--- src/rtl/core/zsbe_pkg.sv ---
// zsbe_pkg: shared types and constants of the zlib stored-block encoder
// used by zsbe_front, zsbe_fifo, zsbe_back and zlib_stored_block_encoder
// no dependencies
`timescale 1ns / 1ps
`default_nettype none

package zsbe_pkg;

  // largest stored block payload, up to 65535
  localparam logic [15:0] MAX_BLOCK = 16'd65535;
  localparam logic [16:0] ADLER_MOD = 17'd65521;

  localparam logic [7:0] ZLIB_CMF = 8'h78;
  localparam logic [7:0] ZLIB_FLG = 8'h01;

  // command queue between front and back
  localparam int QUEUE_DEPTH = 4;
  localparam int QUEUE_AW    = $clog2(QUEUE_DEPTH);

  typedef enum logic [1:0] {
    KIND_STREAM_HDR = 2'd0,
    KIND_BLOCK_HDR  = 2'd1,
    KIND_PAYLOAD    = 2'd2,
    KIND_CHECKSUM   = 2'd3
  } kind_t;

  // back-end output sequencer phases
  typedef enum logic [3:0] {
    PH_START,
    PH_HDR0,
    PH_HDR1,
    PH_BH0,
    PH_BH1,
    PH_BH2,
    PH_BH3,
    PH_BH4,
    PH_PAY,
    PH_CK0,
    PH_CK1,
    PH_CK2,
    PH_CK3
  } phase_t;

  // one command per accepted input byte
  typedef struct packed {
    logic        hdr;        // emit stream header first
    logic        blk;        // emit a block header
    logic        blk_final;
    logic [15:0] blk_len;
    logic        pay;        // emit the payload byte
    logic [7:0]  data;
    logic        sum;        // emit checksum and end the stream
    logic [15:0] sum_high;
    logic [15:0] sum_low;
  } cmd_t;

endpackage

`default_nettype wire

--- src/rtl/core/zsbe_front.sv ---
// zsbe_front: accepts raw bytes, tracks message and block position and adler-32
// and turns each byte into one command for the back end; depends on zsbe_pkg
`timescale 1ns / 1ps
`default_nettype none

module zsbe_front (
  input  wire logic          clk,
  input  wire logic          rst,
  input  wire logic          cfg_we,
  input  wire logic [31:0]   cfg_wdata,
  input  wire logic          in_valid,
  input  wire logic [7:0]    in_data,
  input  wire logic          q_full,
  output logic               in_ready,
  output logic               q_push,
  output zsbe_pkg::cmd_t     q_cmd
);
  import zsbe_pkg::*;

  logic [31:0] message_length;
  logic [31:0] bytes_taken, bytes_taken_next;
  logic [15:0] block_left, block_left_next;
  logic [15:0] sum_low, sum_low_next;
  logic [15:0] sum_high, sum_high_next;

  logic        is_empty, need_blk, done, rem_fits;
  logic [31:0] remaining, bt_inc;
  logic [15:0] chunk, left_base;
  logic [16:0] lo_sum, hi_sum;
  logic [15:0] lo_new, hi_new;

  assign in_ready = !q_full;
  assign q_push   = in_valid && in_ready;

  always_comb begin
    is_empty  = (message_length == 32'd0);
    need_blk  = (block_left == 16'd0);
    remaining = (message_length > bytes_taken) ? (message_length - bytes_taken) : 32'd1;
    rem_fits  = (remaining <= {16'd0, MAX_BLOCK});
    chunk     = rem_fits ? remaining[15:0] : MAX_BLOCK;
    left_base = need_blk ? chunk : block_left;
    bt_inc    = bytes_taken + 32'd1;
    done      = (bt_inc >= message_length);

    lo_sum = {1'b0, sum_low} + {9'd0, in_data};
    lo_new = (lo_sum >= ADLER_MOD) ? 16'(lo_sum - ADLER_MOD) : lo_sum[15:0];
    hi_sum = {1'b0, sum_high} + {1'b0, lo_new};
    hi_new = (hi_sum >= ADLER_MOD) ? 16'(hi_sum - ADLER_MOD) : hi_sum[15:0];

    if (is_empty) begin
      // whole empty stream: header, empty final block, checksum 1
      q_cmd.hdr       = 1'b1;
      q_cmd.blk       = 1'b1;
      q_cmd.blk_final = 1'b1;
      q_cmd.blk_len   = 16'd0;
      q_cmd.pay       = 1'b0;
      q_cmd.data      = in_data;
      q_cmd.sum       = 1'b1;
      q_cmd.sum_high  = 16'd0;
      q_cmd.sum_low   = 16'd1;
    end else begin
      q_cmd.hdr       = (bytes_taken == 32'd0) && need_blk;
      q_cmd.blk       = need_blk;
      q_cmd.blk_final = rem_fits;
      q_cmd.blk_len   = chunk;
      q_cmd.pay       = 1'b1;
      q_cmd.data      = in_data;
      q_cmd.sum       = done;
      q_cmd.sum_high  = hi_new;
      q_cmd.sum_low   = lo_new;
    end

    if (is_empty || done) begin
      bytes_taken_next = 32'd0;
      block_left_next  = 16'd0;
      sum_low_next     = 16'd1;
      sum_high_next    = 16'd0;
    end else begin
      bytes_taken_next = bt_inc;
      block_left_next  = left_base - 16'd1;
      sum_low_next     = lo_new;
      sum_high_next    = hi_new;
    end
  end

  always_ff @(posedge clk) begin
    if (rst) begin
      message_length <= 32'd0;
    end else if (cfg_we) begin
      message_length <= cfg_wdata;
    end
  end

  always_ff @(posedge clk) begin
    if (rst) begin
      bytes_taken <= 32'd0;
      block_left  <= 16'd0;
      sum_low     <= 16'd1;
      sum_high    <= 16'd0;
    end else if (q_push) begin
      bytes_taken <= bytes_taken_next;
      block_left  <= block_left_next;
      sum_low     <= sum_low_next;
      sum_high    <= sum_high_next;
    end
  end

endmodule

`default_nettype wire

--- src/rtl/core/zsbe_fifo.sv ---
// zsbe_fifo: short command queue between front and back end
// depends on zsbe_pkg
`timescale 1ns / 1ps
`default_nettype none

module zsbe_fifo (
  input  wire logic           clk,
  input  wire logic           rst,
  input  wire logic           push,
  input  wire zsbe_pkg::cmd_t push_cmd,
  input  wire logic           pop,
  output logic                full,
  output logic                empty,
  output zsbe_pkg::cmd_t      head
);
  import zsbe_pkg::*;

  cmd_t                slots [QUEUE_DEPTH];
  logic [QUEUE_AW-1:0] wr_ptr, rd_ptr;
  logic [QUEUE_AW:0]   count, count_next;

  assign full  = (count == (QUEUE_AW+1)'(QUEUE_DEPTH));
  assign empty = (count == '0);
  assign head  = slots[rd_ptr];

  always_comb begin
    count_next = count;
    if (push && !pop) begin
      count_next = count + 1'b1;
    end else if (pop && !push) begin
      count_next = count - 1'b1;
    end
  end

  always_ff @(posedge clk) begin
    if (push) begin
      slots[wr_ptr] <= push_cmd;
    end
  end

  always_ff @(posedge clk) begin
    if (rst) begin
      wr_ptr <= '0;
      rd_ptr <= '0;
      count  <= '0;
    end else begin
      if (push) begin
        wr_ptr <= (wr_ptr == QUEUE_AW'(QUEUE_DEPTH - 1)) ? '0 : wr_ptr + 1'b1;
      end
      if (pop) begin
        rd_ptr <= (rd_ptr == QUEUE_AW'(QUEUE_DEPTH - 1)) ? '0 : rd_ptr + 1'b1;
      end
      count <= count_next;
    end
  end

  a_count_bound: assert property (@(posedge clk) disable iff (rst)
    count <= (QUEUE_AW+1)'(QUEUE_DEPTH))
    else $error("queue count beyond depth");

  a_no_push_full: assert property (@(posedge clk) disable iff (rst)
    !(push && full))
    else $error("push into full queue");

  a_no_pop_empty: assert property (@(posedge clk) disable iff (rst)
    !(pop && empty))
    else $error("pop from empty queue");

endmodule

`default_nettype wire

--- src/rtl/core/zsbe_back.sv ---
// zsbe_back: expands queued commands into zlib stream bytes, one per cycle while
// out_ready does not stall, through a registered output stage; depends on zsbe_pkg
`timescale 1ns / 1ps
`default_nettype none

module zsbe_back (
  input  wire logic           clk,
  input  wire logic           rst,
  input  wire logic           q_empty,
  input  wire zsbe_pkg::cmd_t cmd,
  output logic                q_pop,
  output logic                out_valid,
  input  wire logic           out_ready,
  output logic [7:0]          out_byte,
  output logic [1:0]          out_kind,
  output logic                out_last
);
  import zsbe_pkg::*;

  phase_t     phase, phase_next, cur, after;
  logic       load;
  logic [7:0] byte_c;
  kind_t      kind_c;
  logic       last_c;

  function automatic phase_t tail_phase(cmd_t c);
    if (c.pay)      return PH_PAY;
    else if (c.sum) return PH_CK0;
    else            return PH_START;
  endfunction

  function automatic phase_t first_phase(cmd_t c);
    if (c.hdr)      return PH_HDR0;
    else if (c.blk) return PH_BH0;
    else            return tail_phase(c);
  endfunction

  assign load = !q_empty && (!out_valid || out_ready);
  assign cur  = (phase == PH_START) ? first_phase(cmd) : phase;

  // next state
  always_comb begin
    unique case (cur)
      PH_HDR0: after = PH_HDR1;
      PH_HDR1: after = cmd.blk ? PH_BH0 : tail_phase(cmd);
      PH_BH0:  after = PH_BH1;
      PH_BH1:  after = PH_BH2;
      PH_BH2:  after = PH_BH3;
      PH_BH3:  after = PH_BH4;
      PH_BH4:  after = tail_phase(cmd);
      PH_PAY:  after = cmd.sum ? PH_CK0 : PH_START;
      PH_CK0:  after = PH_CK1;
      PH_CK1:  after = PH_CK2;
      PH_CK2:  after = PH_CK3;
      default: after = PH_START;
    endcase
    phase_next = load ? after : phase;
  end

  assign q_pop = load && (after == PH_START);

  // outputs
  always_comb begin
    byte_c = 8'd0;
    kind_c = KIND_PAYLOAD;
    last_c = 1'b0;
    unique case (cur)
      PH_HDR0: begin byte_c = ZLIB_CMF;               kind_c = KIND_STREAM_HDR; end
      PH_HDR1: begin byte_c = ZLIB_FLG;               kind_c = KIND_STREAM_HDR; end
      PH_BH0:  begin byte_c = {7'd0, cmd.blk_final};  kind_c = KIND_BLOCK_HDR; end
      PH_BH1:  begin byte_c = cmd.blk_len[7:0];       kind_c = KIND_BLOCK_HDR; end
      PH_BH2:  begin byte_c = cmd.blk_len[15:8];      kind_c = KIND_BLOCK_HDR; end
      PH_BH3:  begin byte_c = ~cmd.blk_len[7:0];      kind_c = KIND_BLOCK_HDR; end
      PH_BH4:  begin byte_c = ~cmd.blk_len[15:8];     kind_c = KIND_BLOCK_HDR; end
      PH_PAY:  begin byte_c = cmd.data;               kind_c = KIND_PAYLOAD; end
      PH_CK0:  begin byte_c = cmd.sum_high[15:8];     kind_c = KIND_CHECKSUM; end
      PH_CK1:  begin byte_c = cmd.sum_high[7:0];      kind_c = KIND_CHECKSUM; end
      PH_CK2:  begin byte_c = cmd.sum_low[15:8];      kind_c = KIND_CHECKSUM; end
      PH_CK3:  begin
        byte_c = cmd.sum_low[7:0];
        kind_c = KIND_CHECKSUM;
        last_c = 1'b1;
      end
      default: begin byte_c = 8'd0;                   kind_c = KIND_PAYLOAD; end
    endcase
  end

  always_ff @(posedge clk) begin
    if (rst) begin
      phase     <= PH_START;
      out_valid <= 1'b0;
    end else begin
      phase <= phase_next;
      if (load) begin
        out_valid <= 1'b1;
      end else if (out_ready) begin
        out_valid <= 1'b0;
      end
    end
  end

  always_ff @(posedge clk) begin
    if (load) begin
      out_byte <= byte_c;
      out_kind <= kind_c;
      out_last <= last_c;
    end
  end

  a_last_is_checksum: assert property (@(posedge clk) disable iff (rst)
    (out_valid && out_last) |-> (out_kind == KIND_CHECKSUM))
    else $error("end of stream on a non-checksum byte");

  a_pop_on_load: assert property (@(posedge clk) disable iff (rst)
    q_pop |-> load)
    else $error("command retired without emitting a byte");

  a_phase_cleared: assert property (@(posedge clk) disable iff (rst)
    q_pop |=> (phase == PH_START))
    else $error("sequencer not back at start after retiring a command");

endmodule

`default_nettype wire

--- src/rtl/core/zlib_stored_block_encoder.sv ---
// zlib_stored_block_encoder: top level of the zlib stored-block encoder
// instantiates zsbe_front, zsbe_fifo and zsbe_back; depends on zsbe_pkg
//
// channel   | dir | handshake         | payload
// ----------+-----+-------------------+--------------------------------------------
// s_axis    | in  | tvalid / tready   | tdata[7:0] data_byte
// m_axis    | out | tvalid / tready   | tdata[7:0] out_byte, tuser[1:0] byte_kind,
//           |     |                   | tlast end_of_stream
// cfg       | in  | cfg_we            | cfg_wdata[31:0] message_length
//
// each accepted input byte becomes one command; the back end emits one stream byte
// per cycle while m_axis does not stall: a payload byte gives one stream byte, and one
// opening a stream or block or closing a stream adds header, block header or checksum
// the command queue holds four transactions, so input keeps flowing while a burst drains
// rst is synchronous, active high: clears the queue, the output stage and message state
// a stall on m_axis backs up into the queue and then drops s_tready
`timescale 1ns / 1ps
`default_nettype none

module zlib_stored_block_encoder (
  input  wire logic        clk,
  input  wire logic        rst,
  // configuration
  input  wire logic        cfg_we,
  input  wire logic [31:0] cfg_wdata,    // message_length
  // raw message bytes
  input  wire logic        s_tvalid,
  output logic             s_tready,
  input  wire logic [7:0]  s_tdata,      // [7:0] data_byte
  // zlib stream
  output logic             m_tvalid,
  input  wire logic        m_tready,
  output logic [7:0]       m_tdata,      // [7:0] out_byte
  output logic [1:0]       m_tuser,      // [1:0] byte_kind
  output logic             m_tlast       // end_of_stream
);
  import zsbe_pkg::*;

  // front to queue
  logic q_push, q_full, q_empty, q_pop;
  cmd_t push_cmd, head_cmd;

  // front: position tracking, adler-32 and command build
  zsbe_front u_front (
    .clk       (clk),
    .rst       (rst),
    .cfg_we    (cfg_we),
    .cfg_wdata (cfg_wdata),
    .in_valid  (s_tvalid),
    .in_data   (s_tdata),
    .q_full    (q_full),
    .in_ready  (s_tready),
    .q_push    (q_push),
    .q_cmd     (push_cmd)
  );

  // decoupling queue
  zsbe_fifo u_fifo (
    .clk      (clk),
    .rst      (rst),
    .push     (q_push),
    .push_cmd (push_cmd),
    .pop      (q_pop),
    .full     (q_full),
    .empty    (q_empty),
    .head     (head_cmd)
  );

  // back: byte sequencer with registered output
  zsbe_back u_back (
    .clk       (clk),
    .rst       (rst),
    .q_empty   (q_empty),
    .cmd       (head_cmd),
    .q_pop     (q_pop),
    .out_valid (m_tvalid),
    .out_ready (m_tready),
    .out_byte  (m_tdata),
    .out_kind  (m_tuser),
    .out_last  (m_tlast)
  );

endmodule

`default_nettype wire

--- config.mk ---
export PLATFORM = sky130hd
export DESIGN_NAME = zlib_stored_block_encoder
export DESIGN_NICKNAME = d
export VERILOG_FILES = /design/src/rtl/core/zsbe_pkg.sv /design/src/rtl/core/zsbe_front.sv /design/src/rtl/core/zsbe_fifo.sv /design/src/rtl/core/zsbe_back.sv /design/src/rtl/core/zlib_stored_block_encoder.sv
export SDC_FILE = /design/constraint.sdc
export NUM_CORES = 1
export LEC_CHECK = 0
export ABC_AREA = 1
export ABC_CLOCK_PERIOD_IN_PS = 6200
export BUFFER_PORTS_ARGS = -buffer_cell sky130_fd_sc_hd__buf_2
export CORE_UTILIZATION = 50
export CTS_CLUSTER_SIZE = 24
export DETAILED_ROUTE_END_ITERATION = 10
export PLACE_DENSITY = 0.69
export RECOVER_POWER = 100
export SLEW_MARGIN = 20
export SYNTH_ARGS = -nofsm -noshare
export SYNTH_HDL_FRONTEND = slang
export SYNTH_SLANG_ARGS = --single-unit
--- constraint.sdc ---
create_clock -name clk -period 6.2 [get_ports clk]
set_clock_uncertainty 0.15 [all_clocks]
set_input_delay 1.24 -clock clk [delete_from_list [all_inputs] [get_ports clk]]
set_output_delay 1.24 -clock clk [all_outputs]
set_load 0.01 [all_outputs]
==> results.py <==
metrics = {
    "die": {
        "core_um2": 44100,
        "dieArea_um2": 45600,
        "floorplan.rows": 77,
        "start_util": 0.507,
        "ios": 58,
        "die_h_um": 214,
        "die_w_um": 214,
    },
    "timing": {
        "min_period_over_period": 0.981,
        "max_freq_mhz": 164,
        "hold_viol": 0,
        "whs_ns": 0.315,
        "setup_tns_ns": 0,
        "rsz0062_at_grt": "yes",
        "setup_viol_count_final": 0,
        "min_period_ns": 6.08,
        "relSlewSlack": 0.314,
        "tightest_slew_ns": 1.03,
        "drv_slew": 0,
    },
    "outcome": {
        "status": "complete, no violations",
    },
    "finish": {
        "fill_cells": 3979,
        "syn_to_final_growth_pct": 18.6,
        "drive_gt1_frac": 0.167,
        "diodes": 0,
        "post-route-cell-area_um2": 26500,
        "nets": 3168,
    },
    "drt": {
        "via_per_inst": 5.46,
        "wl_um": 66000,
        "first_iter_violations": 1706,
        "drc": 0,
        "vias": 19900,
        "routedWlPerCell_um": 18.1,
        "drt_pre_antenna_iters": 5,
        "postRouteAntennaNets": 0,
    },
    "clock_tree": {
        "cts_made_buffers": 42,
        "cts.htree.levels": 2,
        "clkSinkCount": 381,
        "cts_buffer_depth": 3,
        "cts_root_buffer": "clkbuf_16",
        "clk_pin_slew_worst_paths_ns": 0.07,
        "cts_tree": "built",
        "ctsHoldBuffers": 0,
        "clock_latency_ns": 0.59,
    },
    "critical_path": {
        "worst_path_most_repeated_cell": "nand2_1",
        "slowest_delay_ns": 0.39,
        "required_ns": 6.35,
        "critPathSlowestCell": "fa_2",
        "arrival_ns": 6.23,
        "cp_max_fo": 8,
        "start_kind": "input port",
        "cp-end-kind": "flip-flop",
        "crit_type": "in2reg",
    },
    "placement": {
        "gp_congestion": 0.963,
        "placed_cell_area_um2": 24500,
        "port_buffers": 57,
        "hpwl_um": 48200,
    },
    "global_routing": {
        "grt_max_degree": 84,
        "antenna_found_initial": 0,
        "grt_pass1_vias": 18600,
        "grt.overflow.total": 0,
        "gr-usage-all-layers": 0.291,
        "grt_pass1_wl_um": 102000,
    },
    "power": {
        "leakage_nw": 11.6,
        "vdd_drop_max_uv": 264,
        "power_density_nw_per_um2": 413,
    },
    "synthesis": {
        "syn_inst": 2824,
        "synth_ff_type": "edfxtp_1",
        "yosysSeqAreaShare": 0.455,
        "avgSynthCellArea_um2": 7.92,
        "synth.distinct_cells": 62,
        "synth_area_um2": 22400,
        "yosysWarnings": 0,
        "synth_edf_count": 255,
        "synthArstFlopShare": 0,
        "synth_nets": 2976,
        "synth_seq_cells": 381,
    },
    "hold_path": {
        "hold_class": "reg2reg",
    },
    "job": {
        "drv_cap": 0,
    },
}
-- final cells by class --
type,count,area (µm²),share of cell area
well taps,592,741,0.0279
clock buffers,51,1090,0.0413
repair buffers,239,1680,0.0635
flip-flops and latches,381,10200,0.384
multi-input cells,1956,10900,0.411
inverters,396,1490,0.0562
clock inverters,27,427,0.0161
-- cells by family (layout without fill, tap and decap cells) --
kind of cell | Yosys count | in the layout | synth area share
AOI/OAI and AO/OA | 492 | 492 | 0.122
DFF | 381 | 381 | 0.455
buffers and inverters | 488 | 713 | 0.0835
and+or+nand+nor | 1290 | 1291 | 0.252
adders and majority gates | 107 | 107 | 0.0612
xor gates and xnor gates | 66 | 66 | 0.0258
-- state kept, by name, indices dropped and copies added, names as in the netlist, 3 cells and up, named ones only --
name and cells:
u_fifo.slots 244, u_front.bytes_taken 32, u_front.message_length 32, u_front.block_left 16, u_front.sum_high 16, u_front.sum_low 16, u_back.out_byte 8, u_back.phase 4
u_fifo.count 3
-- worst max-delay path, delay by kind of cell --
| family | cells | cell delay (ns) |
|---|---|---|
| xor+xnor | 2 | 0.51 |
| simple gates | 24 | 2.44 |
| buf+inv | 7 | 0.65 |
| compound gates | 4 | 0.52 |
| fa+ha+maj | 3 | 0.85 |
-- metal layers --
| layer | vias up | GRT usage | part of all wire |
|---|---|---|---|
| li1 | 9800 | - | - |
| met1 | 9337 | 0.417 | 0.46 |
| met2 | 632 | 0.451 | 0.44 |
| met3 | 105 | 0.0466 | 0.068 |
| met4 | 0 | 0.0901 | 0.029 |
| met5 | - | 0 | 0 |
-- report_power, final --
group          total [mW]  internal (mW)  switching (mW)
Clock                2.75           1.66            1.09
Sequential           3.41           3.24           0.172
Combinational        4.78           1.74            3.05
Total                10.9           6.63            4.31
-- cell usage in the layout (no fill, tap or decap), types with 7 or more instances in the layout --
cell type and n:
a21oi_1 231, a21oi_2 12, a221oi_1 11, a32o_1 8, buf_2 52, buf_4 172
bufinv_16 9, clkbuf_1 15, clkbuf_16 42, clkinv_2 9, dfxtp_1 124, edfxtp_1 255
ha_1 99, inv_1 379, inv_2 14, nand2_1 654, nand2_2 55, nand2_4 9
nand3_1 130, nand3_2 13, nand3b_1 7, nand4_1 50, nor2_1 236, nor2_2 31
nor2_4 21, nor3_1 26, nor3_2 7, nor4_1 23, o21ai_0 152, o22ai_1 28
xnor2_1 16, xor2_1 44
-- per-stage QoR --
| stage | setup slack [ns] | power [mW] | instances | util |
|---|---|---|---|---|
| global route | -0.313 | 11.6 | 3642 | 0.601 |
| finish | 0.117 | 10.9 | 3642 | 0.601 |
| CTS | 0.0307 | 10.8 | 3634 | 0.590 |
| detailed placement | -0.557 | 8.03 | 3556 | 0.555 |
| global placement | -0.418 | 7.92 | 3556 | 0.555 |
| floorplan | -0.0461 | 6.42 | 2824 | - |
-- repair_timing --
| action | 4_1_cts | 5_1_grt |
|---|---|---|
| buffers inserted | 0 | 7 |
| gates cloned | 0 | 1 |
| gates resized for setup | 1 | 125 |
| pin swaps | 0 | 52 |
| endpoints found under the setup margin | 8 | 80 |
| hold endpoints to repair | 0 | 0 |
-- synthesized netlist by cell type, drive strengths merged, types with 4 or more instances --
cell type | number | area share
a211oi | 6 | 0.0020
o2111ai | 5 | 0.0020
o22ai | 29 | 0.0084
a32o | 8 | 0.0036
nand3 | 145 | 0.035
a221oi | 11 | 0.0043
xor2 | 50 | 0.020
nand3b | 7 | 0.0023
clkbuf | 78 | 0.013
ha | 103 | 0.058
o211ai | 5 | 0.0017
nand2 | 718 | 0.12
xnor2 | 16 | 0.0063
a21oi | 244 | 0.055
dfxtp | 126 | 0.11
nor2 | 289 | 0.054
fa | 4 | 0.0036
a32oi | 4 | 0.0016
edfxtp | 255 | 0.34
or2 | 9 | 0.0026
nor4 | 23 | 0.0064
inv | 395 | 0.066
a31oi | 5 | 0.0014
nor3 | 38 | 0.011
o21ai | 155 | 0.035
nand4 | 54 | 0.016
buf | 14 | 0.0040
-- path summary, 6_finish.rpt --
kind / start / endpoint / slack (ns) / depth (start not counted)
worst max-delay path: s_tdata[0] / u_fifo.slots[3][20]$_DFFE_PP_ / 0.12 / 40
worst min-delay path: u_fifo.rd_ptr[1]$_SDFFE_PP0P_ / flip-flop / 0.32 / 2
worst max register to register: u_front.sum_low[0]$_SDFFE_PP1P_ / u_fifo.slots[3][20]$_DFFE_PP_ / 0.51 / 39
worst min register to register: u_fifo.rd_ptr[1]$_SDFFE_PP0P_ / flip-flop / 0.32 / 2
Power figures use the tool's default switching activity.
